File: config.mk
export PLATFORM = sky130hd
export DESIGN_NAME = sacp_set_update
export DESIGN_NICKNAME = d
export VERILOG_FILES = /design/src/rtl/sacp_pkg.sv /design/src/rtl/sacp_set_update.sv
export SDC_FILE = /design/constraint.sdc
export NUM_CORES = 2
export LEC_CHECK = 0
export BUFFER_PORTS_ARGS = -buffer_cell sky130_fd_sc_hd__buf_4
export CELL_PAD_IN_SITES_DETAIL_PLACEMENT = 1
export CELL_PAD_IN_SITES_GLOBAL_PLACEMENT = 2
export CORE_AREA = 2 2 629 631
export DETAILED_ROUTE_END_ITERATION = 12
export DIE_AREA = 0 0 631 633
export PLACE_DENSITY = 0.45
export SYNTH_ARGS = -nofsm -noshare
export SYNTH_HDL_FRONTEND = slang
export SYNTH_SLANG_ARGS = --single-unit
File: constraint.sdc
create_clock -name vclk -period 54.5
set_input_delay 5.45 -clock vclk [all_inputs]
set_output_delay 5.45 -clock vclk [all_outputs]
set_load 0.005 [all_outputs]
File: src/rtl/sacp_pkg.sv
package sacp_pkg;

	typedef struct packed {
		logic [5:0]  set_index;
		logic [31:0] tag_value;
		logic [5:0]  next_set_index;
		logic [31:0] next_tag_value;
		logic        is_write;
	} req_t;

	typedef struct packed {
		logic        hit;
		logic [1:0]  reads_issued;
		logic        write_issued;
		logic [31:0] hit_total;
		logic [31:0] miss_total;
		logic [31:0] read_total;
		logic [31:0] write_total;
	} rsp_t;

	localparam int unsigned CFG_IDX_BITS = 2;
	localparam int unsigned CFG_DATA_BITS = 4;
	localparam logic [CFG_IDX_BITS-1:0] REG_WAYS = 2'd0;
	localparam logic [CFG_IDX_BITS-1:0] REG_FIFO = 2'd1;
	localparam logic [CFG_IDX_BITS-1:0] REG_PREF = 2'd2;

	localparam int unsigned AGE_BITS = 32;

	typedef enum logic [2:0] {
		ST_IDLE,
		ST_CLEAR,
		ST_DREAD,
		ST_DWRITE,
		ST_PREAD,
		ST_PWRITE,
		ST_DONE
	} state_t;

	// saturating age increment
	function automatic logic [AGE_BITS-1:0] sat_inc(input logic [AGE_BITS-1:0] a);
		sat_inc = (a == {AGE_BITS{1'b1}}) ? a : a + 1'b1;
	endfunction

endpackage

File: src/rtl/sacp_set_update.sv
// computes lookup, fill and aging for one whole set row
module sacp_set_update #(
	parameter int unsigned MAX_WAYS = 8,
	parameter int unsigned TAG_BITS = 32
) (
	input  logic [MAX_WAYS-1:0]                       valid_in,
	input  logic [MAX_WAYS-1:0][TAG_BITS-1:0]         tag_in,
	input  logic [MAX_WAYS-1:0][sacp_pkg::AGE_BITS-1:0] fage_in,
	input  logic [MAX_WAYS-1:0][sacp_pkg::AGE_BITS-1:0] uage_in,
	input  logic [MAX_WAYS-1:0]                       way_on,
	input  logic [TAG_BITS-1:0]                       tag,
	input  logic                                      fifo_mode,
	input  logic                                      do_update,
	output logic                                      found,
	output logic [MAX_WAYS-1:0]                       valid_out,
	output logic [MAX_WAYS-1:0][TAG_BITS-1:0]         tag_out,
	output logic [MAX_WAYS-1:0][sacp_pkg::AGE_BITS-1:0] fage_out,
	output logic [MAX_WAYS-1:0][sacp_pkg::AGE_BITS-1:0] uage_out
);

	localparam int unsigned WB = (MAX_WAYS > 1) ? $clog2(MAX_WAYS) : 1;

	logic [MAX_WAYS-1:0] hit_vec;
	logic [WB-1:0]       hit_way;
	logic                free;
	logic [WB-1:0]       free_way;
	logic [WB-1:0]       vic_way;
	logic [sacp_pkg::AGE_BITS-1:0] best;
	logic [sacp_pkg::AGE_BITS-1:0] cand;

	// tag compare and priority picks
	always_comb begin
		hit_vec = '0;
		hit_way = '0;
		free = 1'b0;
		free_way = '0;
		vic_way = '0;
		best = '0;
		cand = '0;
		for (int i = MAX_WAYS - 1; i >= 0; i--) begin
			hit_vec[i] = way_on[i] && valid_in[i] && (tag_in[i] == tag);
			if (hit_vec[i]) begin
				hit_way = WB'(i);
			end
			if (way_on[i] && !valid_in[i]) begin
				free = 1'b1;
				free_way = WB'(i);
			end
		end
		for (int i = 0; i < MAX_WAYS; i++) begin
			cand = fifo_mode ? fage_in[i] : uage_in[i];
			if (way_on[i] && cand > best) begin
				best = cand;
				vic_way = WB'(i);
			end
		end
		found = |hit_vec;
	end

	// new row contents
	always_comb begin
		valid_out = valid_in;
		tag_out = tag_in;
		fage_out = fage_in;
		uage_out = uage_in;
		if (do_update) begin
			for (int i = 0; i < MAX_WAYS; i++) begin
				if (found) begin
					if (way_on[i]) begin
						uage_out[i] = (WB'(i) == hit_way) ? '0 : sacp_pkg::sat_inc(uage_in[i]);
					end
				end else if (way_on[i]) begin
					if (WB'(i) == (free ? free_way : vic_way)) begin
						valid_out[i] = 1'b1;
						tag_out[i] = tag;
						fage_out[i] = '0;
						uage_out[i] = '0;
					end else if (!free || valid_in[i]) begin
						fage_out[i] = sacp_pkg::sat_inc(fage_in[i]);
						uage_out[i] = sacp_pkg::sat_inc(uage_in[i]);
					end
				end
			end
		end
	end

endmodule

==> flow_summary.json <==
{
  "status": "completed",
  "timing.fmax_mhz": 25.5,
  "cpMostUsedCell": "o21ai_0",
  "min_period_over_period": 0.719,
  "worst_setup_path_start_kind": "primary input",
  "period_needed_ps": 39180,
  "hold_viol_final": 0,
  "path_delay_family": "compound AO/OA/AOI/OAI gates",
  "grt_max_degree": 89,
  "grt_pass1_wl_microns": 569000,
  "routabilityCongestion": 0.948,
  "design.seq.count": 0,
  "antenna_found_initial": 86,
  "synth.distinct_cells": 105,
  "core_area_sq_um": 392000,
  "layout-drive-gt1-share": 0.305,
  "register_area_sq_um": 0,
  "postSynthCellCount": 5869,
  "multiInputGateArea_sq_um": 34600,
  "cp_num_buf_inv": 12,
  "end_kind": "output port",
  "crit_arrival_ps": 33730,
  "fin_ws_ps": 15320,
  "die_x_microns": 631,
  "dp_slack_ps": 15040,
  "worstPathRequired_ps": 49050,
  "start_util": 0.0930,
  "synth_area_leaders": "mux2_2, nand2_1, ha_1",
  "row_count": 230,
  "synth-xor-area-share": 0.124,
  "tns_ps": 0,
  "slowest_stage": "nand3_2",
  "pin_count": 1595,
  "avgViaCountPerCell": 4.32,
  "wl_per_cell_microns": 35.6,
  "track_usage": 0.210,
  "syn_avg_cell_area_sq_um": 6.21,
  "synth_top_family_by_area": "simple AND/OR/NAND/NOR gates",
  "yosys_warnings": 0,
  "rsz0062_at_grt": "false",
  "nets": 8222,
  "synth_largest_type_area_fraction": 0.117,
  "first_pass_iters": 5,
  "worst_slew_pin_slew_ps": 1290,
  "drtIter0Drc": 3371,
  "grt_pass1_vias": 55800,
  "synth_compound_area_frac": 0.244,
  "final_area_sq_um": 54400,
  "maxCapViolations": 0,
  "ys_seq_area_frac": 0,
  "post_cts_buffers": 0,
  "filler_cell_count": 47800,
  "synth_mux_area_frac": 0.138,
  "final.clkbuf_count": 0,
  "die_y_microns": 633,
  "synth_area_sq_um": 36500,
  "synth_nets": 6923,
  "post_dp_cell_area_sq_um": 54200,
  "dp_hpwl_microns": 388000,
  "maxSlewViolCount": 0,
  "wirelength_microns": 443000,
  "max_stage_delay_ps": 1200,
  "cp_max_fo": 56,
  "crit_type": "in -> out",
  "dieArea_sq_um": 399000,
  "yosys.area.top_type": "mux2_2",
  "ant_nets": 0,
  "port_buffers": 1595,
  "yosys.area_share.simple": 0.352,
  "setup_viol": 0,
  "maxSlewHeadroom": 0.136,
  "synthAdderAreaFrac": 0.0816,
  "ctsResizeCount": 0,
  "drc": 0,
  "min_path_type": "in -> out",
  "vias": 53800,
  "syn_to_final_growth_pct": 49.1,
  "cts_hold_buf": 0,
  "grt.overflow.total": 0
}
## worst paths after layout
check  depth (start not counted)  slack (ps)            to       start
min                            4       11200   tag_out[38]  tag_in[38]
max                           90       15320  tag_out[173]   way_on[0]
## synthesized netlist by cell type (11+ instances only)
library cell and number:
nor4_1 95, or3_1 32, buf_4 18, and2_1 30, inv_1 117, nand2b_1 48, or4_1 19, nor3_1 158
nand4_1 162, o21a_1 27, a21oi_1 426, nor2_1 683, nand2_1 892, nor3b_1 13, and4_1 31, a21o_1 90
mux2_2 379, o311ai_0 15, o41ai_1 14, xnor2_1 181, o31ai_1 83, buf_1 37, mux2i_1 70, nand3_1 287
o211ai_1 23, buf_2 92, nor2b_1 49, o31a_1 14, a31oi_1 93, o21ai_1 15, clkbuf_1 231, o21bai_1 14
or2_2 30, ha_1 236, and3_1 137, o221ai_1 17, o21ai_0 405, a41oi_1 16, xor2_1 336, o22a_1 11
a22o_1 47, o22ai_1 12
## through the flow
step | hold WS [ps] | cells | util
floorplan | 10950 | 5869 | -
global placement | 11200 | 12400 | 0.138
detailed placement | 11200 | 12400 | 0.138
CTS | 11200 | 12400 | 0.138
global route | 11220 | 12400 | 0.139
finish | 11200 | 12400 | 0.139
## worst min-delay path, cell delays in order
cell and delay [ps]:
buf_4 90, nand2_1 40, nand2_1 60, buf_4 110
## layout make-up
| class | instances | area share |
|---|---|---|
| antenna | 51 | 0.00235 |
| tap | 5220 | 0.120 |
| multi-input combinational | 5358 | 0.636 |
| timing repair buffer | 1685 | 0.233 |
| inverter | 123 | 0.00854 |
## layout by cell type, fill, tap and decap left out, drive strengths merged, types with 16 or more instances in the layout
cell | synthesis | layout
a22o | 47 | 47
mux2 | 385 | 385
nor2b | 49 | 49
nand2b | 48 | 48
a41oi | 16 | 16
o21a | 28 | 28
o211ai | 24 | 24
nand4 | 162 | 162
nand2 | 894 | 894
nor2 | 685 | 685
and2 | 31 | 31
or4 | 19 | 19
nor3 | 164 | 164
ha | 236 | 236
or2 | 32 | 32
xnor2 | 181 | 181
and3 | 137 | 137
diode | 0 | 51
a21oi | 429 | 429
mux2i | 70 | 70
inv | 119 | 119
a31oi | 95 | 95
o221ai | 18 | 18
o311ai | 23 | 23
a21o | 90 | 90
nand3 | 287 | 287
and4 | 31 | 31
buf | 157 | 1684
o21ai | 427 | 427
xor2 | 336 | 336
or3 | 32 | 32
o31ai | 84 | 84
nor4 | 96 | 96
## routing by layer
layer / wire, microns / global-route usage / part of all wire / vias to the layer above
met5: 149 / 0 / 0.00034 / -
met4: 21800 / 0.0893 / 0.049 / 24
met3: 18700 / 0.0281 / 0.042 / 418
met2: 224000 / 0.383 / 0.51 / 1767
met1: 178000 / 0.244 / 0.40 / 27700
li1: - / - / - / 23900
## logic make-up after synthesis
| group | count (synthesis) |
|---|---|
| AO/OA/AOI/OAI | 1426 |
| XOR/XNOR | 517 |
| adder cells (fa/ha/maj) | 238 |
| buffers and inverters | 511 |
| multiplexers | 455 |
| AND/OR/NAND/NOR | 2722 |
