[src/rtl/sacp_ram.sv]
module sacp_ram #(
	parameter int unsigned WIDTH = 8,
	parameter int unsigned DEPTH = 16
) (
	input  logic                     clk,
	input  logic                     we,
	input  logic [$clog2(DEPTH)-1:0] waddr,
	input  logic [WIDTH-1:0]         wdata,
	input  logic [$clog2(DEPTH)-1:0] raddr,
	output logic [WIDTH-1:0]         rdata
);

	logic [WIDTH-1:0] mem_q [DEPTH];

	// one write port, registered read
	always_ff @(posedge clk) begin
		if (we) begin
			mem_q[waddr] <= wdata;
		end
		rdata <= mem_q[raddr];
	end

endmodule

[config.mk]
export PLATFORM = sky130hd
export DESIGN_NAME = sacp_ram
export DESIGN_NICKNAME = d
export VERILOG_FILES = /design/src/rtl/sacp_ram.sv
export SDC_FILE = /design/constraint.sdc
export NUM_CORES = 1
export LEC_CHECK = 0
export BUFFER_PORTS_ARGS = -buffer_cell sky130_fd_sc_hd__buf_2
export CAP_MARGIN = 20
export CORE_UTILIZATION = 60
export DETAILED_ROUTE_END_ITERATION = 7
export GPL_TIMING_DRIVEN = 0
export PLACE_DENSITY_LB_ADDON = 0.15
export SYNTH_ARGS = -nofsm -noshare
export SYNTH_HDL_FRONTEND = slang
export SYNTH_SLANG_ARGS = --single-unit
[constraint.sdc]
create_clock -name clk -period 4.71 [get_ports clk]
set_input_delay 0.471 -clock clk [delete_from_list [all_inputs] [get_ports clk]]
set_output_delay 0.471 -clock clk [all_outputs]
set_load 0.1 [all_outputs]
==> results of run 1 <==
[path summary, 6_finish.rpt]
path,end,start,slack [ps],cells after the start
min reg2reg,rdata[3]$_DFF_P_,mem_q[11][3]$_DFFE_PP_,680,3
min,mem_q[5][5]$_DFFE_PP_,wdata[5],360,1
max,rdata[2],rdata[2]$_DFF_P_,3010,1
max reg2reg,rdata[0]$_DFF_P_,mem_q[5][0]$_DFFE_PP_,3320,3
[kinds of logic after synthesis]
kind of cell,synth area share [%]
compound gates,2.33
simple gates,3.18
buf+inv,1.68
mux,15.0
flops,77.8
[report_power, final]
part	total [uW]	switching (uW)	internal [uW]
Sequential	1360	6.47	1350
Combinational	187	133	54.2
Clock	1240	488	754
[cells in the mapped netlist]
master	instances
a22oi_1	16
and2_1	1
and2b_1	1
buf_2	3
buf_4	1
buf_6	3
clkdlybuf4s25_2	3
dfxtp_1	8
edfxtp_1	128
mux4_1	14
mux4_2	18
nand2_1	9
nand2b_1	2
nand3_1	1
nand3b_1	2
nor2_1	13
nor2b_1	1
nor3_1	4
or3b_2	1
[routing by layer]
layer	up-vias	global-route usage [%]
met4	0	8.96
met3	6	5.72
met2	92	36.3
met5	-	0
li1	1066	-
met1	1240	35.5
[stage by stage]
step | util (%) | worst slack (ps) | hold WS (ps) | instance area [um^2]
after CTS | 72.6 | 2980 | 344 | 5990
final | 72.6 | 3010 | 364 | 5990
after global placement | 65.4 | 2180 | 655 | 5400
after floorplan | - | 2750 | 570 | 5150
after detailed placement | 65.7 | 2570 | 674 | 5420
after global routing | 72.6 | 2950 | 349 | 5990
[registers in the layout (all words and copies together) (netlist names)]
name,flops
mem_q,128
rdata,8
[cell type report]
type / instances / area, um^2 / share of cell area [%]
clock inverters: 14 / 150 / 2.51
well taps: 105 / 131 / 2.19
repair buffers: 28 / 145 / 2.42
multi-input cells: 83 / 1060 / 17.6
flip-flops and latches: 136 / 4000 / 66.8
clock buffers: 18 / 418 / 6.97
plain buffers: 10 / 86.3 / 1.44
==> out/metrics.csv, run 1 <==
stage,metric,value,unit
status,status,"finished, final reports clean",
drt,drt initial violations,245,
layout,fill count,477,
worst_setup_path,Worst Path Required,4240,ps
clock_tree,CTS tree,done,
drt,WL met2,4820,um
layout,most frequent cells in the layout,"edfxtp_1 (128), buf_2 (29), mux4_2 (18)",
drt,DRC Markers,0,
timing,maximum clock rate,588,MHz
floorplanning,core footprint,8260,um^2
drt,Max Used Layer,met4,
floorplanning,Die Span Y,94.6,um
worst_setup_path,Critical Path End Type,output pin,
clock_tree,post-CTS setup buffers,0,
timing,TNS Setup,0,ps
worst_setup_path,Critical Path Max Stage Delay,420,ps
timing,Least-Margin Pin Slew,780,ps
synthesis,syn_nets,247,
layout,NumNets Final,294,
layout,Finished Layout Cells,394,
placement,placed insts,362,
drt,WL/cell,24.5,um
clock_tree,clk slew on worst S/H paths,60,ps
floorplanning,Initial Util,62.3,%
power_and_ir_drop,Power per Cell Area,465,nW/um^2
power_and_ir_drop,VDD IR max,249,uV
floorplanning,die area,8950,um^2
worst_setup_path,Worst Path Arrival,1230,ps
drt,met1 wire length,4280,um
timing,final hold vios,0,
layout,P&R area growth vs syn,16.4,%
timing,Slew HR,47.8,%
timing,unrepaired setup endpoints after global routing,false,
worst_setup_path,Crit Path Class,flop to output pin,
timing,Max Slew Vio Count,0,
synthesis,register area share after synthesis,77.8,%
floorplanning,FP Rows,33,
floorplanning,Die W,94.6,um
timing,fin crit share,36.1,%
drt,vias,2404,
clock_tree,CTS sink cnt,136,
layout,layout cells sized above 1,30.4,%
drt,Final ANT Viol Nets,0,
worst_setup_path,crit path max fanout,1,
clock_tree,hold buffers post-CTS,0,
synthesis,"area leader, netlist",edfxtp_1,
power_and_ir_drop,Design Power,2790,uW
worst_setup_path,critical-path cell list,buf_2,
clock_tree,Clock Latency Late Sink,500,ps
clock_tree,post-cts sizing count,0,
clock_tree,cts bufs inserted,17,
synthesis,Area contributors post-synth,"edfxtp_1 (75%), mux4_2 (7.9%), mux4_1 (7.1%)",
drt,metal3 WL,481,um
placement,routability cong.,0.712,
grt,All-Layer GR Usage,24.3,%
synthesis,post-synthesis instance total,229,
grt,global-route wire length before repair,14300,um
floorplanning,I/O pins,26,
timing,Final Skew,5.28,ps
drt,DRT Wirelength,9660,um
clock_tree,clk root buf,clkbuf_8,
synthesis,register bit total from synthesis,136,
worst_setup_path,Setup crit start kind,flop,
drt,Vias/cell,6.10,
synthesis,Synth cell types,19,
layout,"most common cell after layout, fill and taps aside",edfxtp_1,
synthesis,Syn. warnings,0,
grt,vias in the first global route,2418,
drt,DRT Pass-1 Iters,4,
worst_setup_path,crit-path leading delay family,buffers and inverters,
synthesis,post-synthesis cell area,5150,um^2
clock_tree,H-tree levels,4,
layout,number of diodes,0,
flow_run,Max-Cap Viols,0,
timing,final setup vio count,0,
clock_tree,Clock Path Buffers,2,
worst_setup_path,"slowest stage cell, crit path",buf_2,
synthesis,mean post-synth cell area,22.5,um^2
synthesis,post-synth top area share,74.7,%
placement,post-DP HPWL,6020,um
grt,initial antenna violation count,0,
min_path,Hold/Removal Path Class,input pin to flop,
worst_setup_path,Crit path buffers/inverters,1,
timing,fin crit period,1700,ps
grt,GRT overflow,0,
grt,pin count of the biggest net entering global routing,17,
placement,PortBufs,24,
power_and_ir_drop,Pleak,0.00201,uW
Note: power is estimated with default switching activity, not from simulation.
==> run 2: changes to the inputs <==
--- a/config.mk
+++ b/config.mk
@@ -7,7 +7,7 @@
 export LEC_CHECK = 0
 export BUFFER_PORTS_ARGS = -buffer_cell sky130_fd_sc_hd__buf_2
 export CAP_MARGIN = 20
-export CORE_UTILIZATION = 60
+export CORE_UTILIZATION = 54
 export DETAILED_ROUTE_END_ITERATION = 7
 export GPL_TIMING_DRIVEN = 0
 export PLACE_DENSITY_LB_ADDON = 0.15
==> constraint.sdc (replaced) <==
create_clock -name clk -period 1.4 [get_ports clk]
set_input_delay 0.14 -clock clk [delete_from_list [all_inputs] [get_ports clk]]
set_output_delay 0.14 -clock clk [all_outputs]
set_load 0.1 [all_outputs]
==> run 2 against run 1 <==
Sequential power rose to 3.4 times the previous value. Worst setup slack worse by 3000 ps. Clock skew up 3.2 ps. Cell count up 5.8%. Non-clock buffer count down 1. Hold slack worse by 320 ps.
==> out/metrics.csv, run 2 (synthesis results as in run 1) <==
stage,metric,value,unit,change
status,status,"finished, final reports clean",,
floorplanning,die area,9930,um^2,+11%
power_and_ir_drop,Power per Cell Area,1540,nW/um^2,+230%
grt,pin count of the biggest net entering global routing,17,,unchanged
drt,drt initial violations,274,,+12%
clock_tree,clk slew on worst S/H paths,60,ps,about the same
min_path,Hold/Removal Path Class,input pin to flop,,
clock_tree,clk root buf,clkbuf_8,,
clock_tree,cts bufs inserted,17,,unchanged
layout,layout cells sized above 1,32.6,%,+2.2 points
drt,WL/cell,22.4,um,-8.6%
timing,Slew HR,46.6,%,-1.3 points
power_and_ir_drop,clock share of power,44.0,%,-0.5 points
flow_run,Max-Cap Viols,0,,unchanged
power_and_ir_drop,net load switching power,2030,uW,+220%
power_and_ir_drop,Flop pwr share,49.1,%,+0.3 points
layout,P&R area growth vs syn,17.7,%,
power_and_ir_drop,Pleak,0.00203,uW,+1.0%
drt,vias,2355,,-2.0%
timing,maximum clock rate,741,MHz,
worst_setup_path,crit-path leading delay family,buffers and inverters,,
layout,number of diodes,0,,unchanged
layout,max FFs per register,128,,unchanged
power_and_ir_drop,VDD IR max,927,uV,+270%
power_and_ir_drop,Logic pwr share,6.9,%,+0.2 points
timing,final hold vios,0,,unchanged
power_and_ir_drop,Sw Share,21.7,%,-0.76 points
floorplanning,FP Rows,35,,+6.1%
placement,post-DP HPWL,5870,um,-2.5%
layout,Largest Register,mem_q,,
grt,initial antenna violation count,0,,unchanged
layout,final instance area,6060,um^2,+1.1%
layout,most frequent cells in the layout,"edfxtp_1 (128), buf_2 (24), mux4_2 (18)",,
floorplanning,Die W,99.6,um,+5.3%
clock_tree,Clock Latency Late Sink,500,ps,about the same
layout,NumNets Final,293,,-0.34%
worst_setup_path,Critical Path Max Stage Delay,410,ps,about the same
drt,Vias/cell,5.65,,-7.4%
floorplanning,Die Span Y,99.6,um,+5.3%
worst_setup_path,Worst Path Required,1260,ps,-2980 ps
clock_tree,H-tree levels,4,,unchanged
worst_setup_path,critical-path cell list,buf_2,,
worst_setup_path,Worst Path Arrival,1210,ps,-20 ps
grt,GRT overflow,0,,unchanged
timing,fin crit share,96.3,%,
timing,TNS Setup,0,ps,unchanged
clock_tree,CTS sink cnt,136,,unchanged
floorplanning,Initial Util,55.7,%,-6.6 points
timing,fin crit period,1350,ps,
placement,routability cong.,0.716,,+0.59%
worst_setup_path,Critical Path End Type,output pin,,
worst_setup_path,Crit Path Class,flop to output pin,,
drt,Final ANT Viol Nets,0,,unchanged
clock_tree,post-CTS setup buffers,0,,unchanged
drt,DRT Pass-1 Iters,4,,unchanged
timing,unrepaired setup endpoints after global routing,false,,
power_and_ir_drop,internal power,7290,uW,+240%
layout,Largest regs,"mem_q x128, rdata x8",,
clock_tree,Clock Path Buffers,2,,unchanged
floorplanning,I/O pins,26,,unchanged
grt,vias in the first global route,2387,,-1.3%
timing,Fin Hold WS,40.8,ps,-323 ps
timing,Least-Margin Pin Slew,799,ps,+18.9 ps
timing,Max Slew Vio Count,0,,unchanged
floorplanning,core footprint,9240,um^2,+12%
drt,DRC Markers,0,,unchanged
placement,PortBufs,24,,unchanged
drt,DRT Wirelength,9340,um,-3.3%
worst_setup_path,"slowest stage cell, crit path",buf_2,,
worst_setup_path,Crit path buffers/inverters,1,,unchanged
placement,area of placed instances,5450,um^2,+0.51%
timing,Final Skew,8.45,ps,+3.18 ps
grt,All-Layer GR Usage,20.9,%,-3.3 points
clock_tree,CTS tree,done,,
layout,"most common cell after layout, fill and taps aside",edfxtp_1,,
worst_setup_path,Setup crit start kind,flop,,
worst_setup_path,crit path max fanout,1,,unchanged
grt,global-route wire length before repair,14000,um,-2.0%
timing,final setup vio count,0,,unchanged
-- run 2: final timing paths --
kind | startpoint | end | slack, ps | depth (start not counted)
setup / recovery | rdata[6]$_DFF_P_ | rdata[6] | 50 | 1
hold / removal | wdata[6] | mem_q[7][6]$_DFFE_PP_ | 40 | 1
setup reg to reg | mem_q[5][3]$_DFFE_PP_ | rdata[3]$_DFF_P_ | 80 | 3
hold reg to reg | mem_q[8][5]$_DFFE_PP_ | rdata[5]$_DFF_P_ | 680 | 3
-- run 2: layout make-up --
type / count / area, um^2
Fill cell: 622 / 3180
Buffer: 10 / 86.3
Sequential cell: 136 / 4000
Clock inverter: 10 / 96.3
Clock buffer: 22 / 473
Timing Repair Buffer: 27 / 150
Tap cell: 129 / 161
Multi-Input combinational cell: 83 / 1090
-- run 2: power groups by stage --
stage | Clock (uW) | Sequential [uW] | Combinational, uW
floorplan | 0 | 4850 | 231
global placement | 0 | 4650 | 615
detailed placement | 0 | 4660 | 629
CTS | 4160 | 4570 | 630
global route | 4350 | 4580 | 679
finish | 4100 | 4570 | 641
-- run 2: metrics by stage --
step / std cells / worst slack [ps] / total power [uW] / utilization, %
finish: 417 / 51.2 / 9320 / 65.6
global placement: 382 / -532 / 5270 / 58.8
CTS: 417 / 0.321 / 9360 / 65.2
detailed placement: 385 / -422 / 5290 / 59.0
floorplan: 229 / -6.15 / 5090 / -
global route: 417 / 0.0636 / 9610 / 65.6
-- run 2: what timing repair did --
| action | in CTS | in global routing |
|---|---|---|
| gates resized for setup | 0 | 11 |
| endpoints found under the setup margin | 0 | 13 |
| hold buffers | 0 | 0 |
-- run 2: metal layers --
| metal | wire length (um) | GRT usage [%] |
|---|---|---|
| met1 | 3880 | 28.9 |
| met2 | 4780 | 32.8 |
| met3 | 617 | 5.20 |
| met4 | 63 | 7.92 |
| met5 | 0 | 0 |
==> run 3: changes to the inputs <==
--- a/config.mk
+++ b/config.mk
@@ -8,9 +8,10 @@
 export BUFFER_PORTS_ARGS = -buffer_cell sky130_fd_sc_hd__buf_2
 export CAP_MARGIN = 20
 export CORE_UTILIZATION = 54
+export CTS_BUF_LIST = sky130_fd_sc_hd__clkbuf_16
 export DETAILED_ROUTE_END_ITERATION = 7
 export GPL_TIMING_DRIVEN = 0
-export PLACE_DENSITY_LB_ADDON = 0.15
+export PLACE_DENSITY = 0.7
 export SYNTH_ARGS = -nofsm -noshare
 export SYNTH_HDL_FRONTEND = slang
 export SYNTH_SLANG_ARGS = --single-unit
==> run 3 against run 2 <==
Register-to-register slack worse by 50 ps. Clock skew is 3.1 ps lower. Cell count stayed put. Sequential share of layout area is 0.41 points lower. Fmax is 1.3% lower. Core utilization is 0.41 points higher. Global-route usage is 0.71 points higher. Hold slack better by 91 ps. Critical endpoint is now rdata[5]$_DFF_P_. Largest power group unchanged. Highest routed layer unchanged.
==> out/metrics.csv, run 3 (synthesis results as in run 1) <==
stage,metric,value,unit,change
floorplanning,Initial Util,55.7,%,unchanged
placement,routability cong.,0.713,,-0.53%
clock_tree,hold buffers post-CTS,0,,unchanged
clock_tree,cts bufs inserted,17,,unchanged
power_and_ir_drop,VDD IR max,1190,uV,+28%
worst_setup_path,Critical Path End Type,flop,,
worst_setup_path,worst reg2reg setup slack,30,ps,-50 ps
floorplanning,Die Span Y,99.6,um,unchanged
drt,DRC Markers,0,,unchanged
layout,layout cells sized above 1,32.3,%,-0.35 points
clock_tree,H-tree levels,4,,unchanged
layout,Largest regs,"mem_q x128, rdata x8",,
power_and_ir_drop,internal power,7690,uW,+5.5%
grt,vias in the first global route,2437,,+2.1%
clock_tree,CTS sink cnt,136,,unchanged
timing,fin crit period,1370,ps,+17.8 ps
drt,drt initial violations,223,,-19%
floorplanning,die area,9930,um^2,unchanged
clock_tree,Clock Path Buffers,2,,unchanged
drt,WL/cell,23.4,um,+4.5%
floorplanning,Die W,99.6,um,unchanged
grt,All-Layer GR Usage,21.7,%,+0.71 points
clock_tree,clk slew on worst S/H paths,50,ps,about the same
grt,GRT overflow,0,,unchanged
clock_tree,CTS tree,done,,
timing,final setup vio count,0,,unchanged
flow_run,Max-Cap Viols,0,,unchanged
min_path,worst hold path endpoint,mem_q[7][6]$_DFFE_PP_,,
timing,fin crit share,97.6,%,+1.3 points
timing,Max Slew Vio Count,0,,unchanged
grt,global-route wire length before repair,14400,um,+3.2%
drt,DRT Wirelength,9760,um,+4.5%
layout,NumNets Final,293,,unchanged
drt,WL met2,4910,um,+2.7%
floorplanning,I/O pins,26,,unchanged
drt,DRT Pass-1 Iters,4,,unchanged
floorplanning,FP Rows,35,,unchanged
drt,vias,2391,,+1.5%
worst_setup_path,Worst Path Required,1670,ps,+410 ps
worst_setup_path,crit path max fanout,1,,unchanged
power_and_ir_drop,Sw Share,21.2,%,-0.57 points
worst_setup_path,r2r endpoint,rdata[5]$_DFF_P_,,
status,status,"finished, final reports clean",,
min_path,worst hold start,wdata[6],,
min_path,Hold/Removal Path Class,input pin to flop,,
worst_setup_path,Worst Path Arrival,1640,ps,+430 ps
power_and_ir_drop,Flop pwr share,46.9,%,-2.2 points
drt,Max Used Layer,met4,,
drt,Final ANT Viol Nets,0,,unchanged
placement,"worst slack, placed",-488,ps,-66.2 ps
worst_setup_path,Crit Path Class,flop to flop,,
clock_tree,clk root buf,clkbuf_16,,
placement,area of placed instances,5450,um^2,unchanged
layout,most frequent cells in the layout,"edfxtp_1 (128), buf_2 (29), mux4_2 (18)",,
worst_setup_path,Worst Reg-to-Reg Cells,3,,unchanged
power_and_ir_drop,Power per Cell Area,1600,nW/um^2,+4.1%
power_and_ir_drop,Logic pwr share,6.6,%,-0.3 points
timing,Final Skew,5.33,ps,-3.13 ps
grt,initial antenna violation count,0,,unchanged
worst_setup_path,Worst R2R Start,mem_q[8][5]$_DFFE_PP_,,
drt,met1 wire length,4150,um,+7.0%
layout,number of diodes,0,,unchanged
floorplanning,core footprint,9240,um^2,unchanged
power_and_ir_drop,clock share of power,46.5,%,+2.5 points
timing,Fin Hold WS,132,ps,+90.8 ps
worst_setup_path,crit path launch,mem_q[8][5]$_DFFE_PP_,,
worst_setup_path,Setup crit start kind,flop,,
timing,Least-Margin Pin Slew,831,ps,+32.8 ps
timing,maximum clock rate,732,MHz,-1.3%
timing,unrepaired setup endpoints after global routing,false,,
clock_tree,Clock Latency Late Sink,400,ps,-100 ps
timing,Slew HR,44.4,%,-2.2 points
layout,"most common cell after layout, fill and taps aside",edfxtp_1,,
placement,PortBufs,24,,unchanged
layout,Largest Register,mem_q,,
timing,setup slack after layout,33.4,ps,-17.8 ps
timing,final hold vios,0,,unchanged
clock_tree,post-CTS setup buffers,0,,unchanged
power_and_ir_drop,net load switching power,2060,uW,+1.9%
power_and_ir_drop,Pleak,0.00205,uW,+1.2%
placement,post-DP HPWL,6040,um,+3.0%
power_and_ir_drop,Design Power,9750,uW,+4.7%
drt,metal3 WL,541,um,-12%
layout,Post-Route Utilization,66.0,%,+0.41 points
layout,final instance area,6100,um^2,+0.62%
layout,P&R area growth vs syn,18.5,%,
min_path,Worst Hold Depth,1,,unchanged
layout,max FFs per register,128,,unchanged
drt,Vias/cell,5.73,,+1.5%
grt,pin count of the biggest net entering global routing,17,,unchanged
run 3: how the worst max path moves through the flow:
| stage | to | slack, ps | cells after the start |
|---|---|---|---|
| finish | rdata[5]$_DFF_P_ | 30 | 3 |
| detailed placement | mem_q[2][2]$_DFFE_PP_ | -490 | 3 |
| CTS | rdata[7]$_DFF_P_ | 3 | 3 |
| global placement | mem_q[8][1]$_DFFE_PP_ | -550 | 3 |
| floorplan | mem_q[3][0]$_DFFE_PP_ | -6 | 2 |
| global route | rdata[4]$_DFF_P_ | 10 | 3 |
run 3: power groups by stage:
| stage | Clock [uW] | Combinational, uW | Sequential, uW |
|---|---|---|---|
| 6_report | 4540 | 641 | 4580 |
| 5_1_grt | 4710 | 672 | 4580 |
| 4_1_cts | 4560 | 636 | 4580 |
| 3_5_place_dp | 0 | 629 | 4660 |
| 3_3_place_gp | 0 | 618 | 4650 |
| 2_1_floorplan | 0 | 231 | 4850 |
run 3: repair_timing:
action                                  in CTS  in global routing
resized for setup                            2                  7
endpoints found under the hold margin        0                  0
endpoints found under the setup margin       9                 31
run 3: area by class of cell:
type / count / area (um^2)
clock buffers: 17 / 425
flip-flops and latches: 136 / 4000
plain buffers: 10 / 86.3
well taps: 129 / 161
fillers: 605 / 3140
clock inverters: 15 / 183
repair buffers: 27 / 138
multi-input cells: 83 / 1100
run 3: layer usage:
metal | GRT usage (%) | up-vias
li1 | - | 1063
met1 | 28.4 | 1225
met2 | 35.4 | 90
met3 | 5.13 | 13
met4 | 9.05 | 0
met5 | 0 | -
run 3: worst max-delay path, stage by stage, from the launching register on:
cell      delay (ps)
edfxtp_1         370
mux4_1           500
a22oi_1          260
nand2_1          110
run 3: per-stage QoR:
| stage | TNS, ps | std cells |
|---|---|---|
| 6_report | 0 | 417 |
| 5_1_grt | 0 | 417 |
| 4_1_cts | 0 | 417 |
| 3_5_place_dp | -25360 | 385 |
| 3_3_place_gp | -31720 | 382 |
| 2_1_floorplan | -147 | 229 |
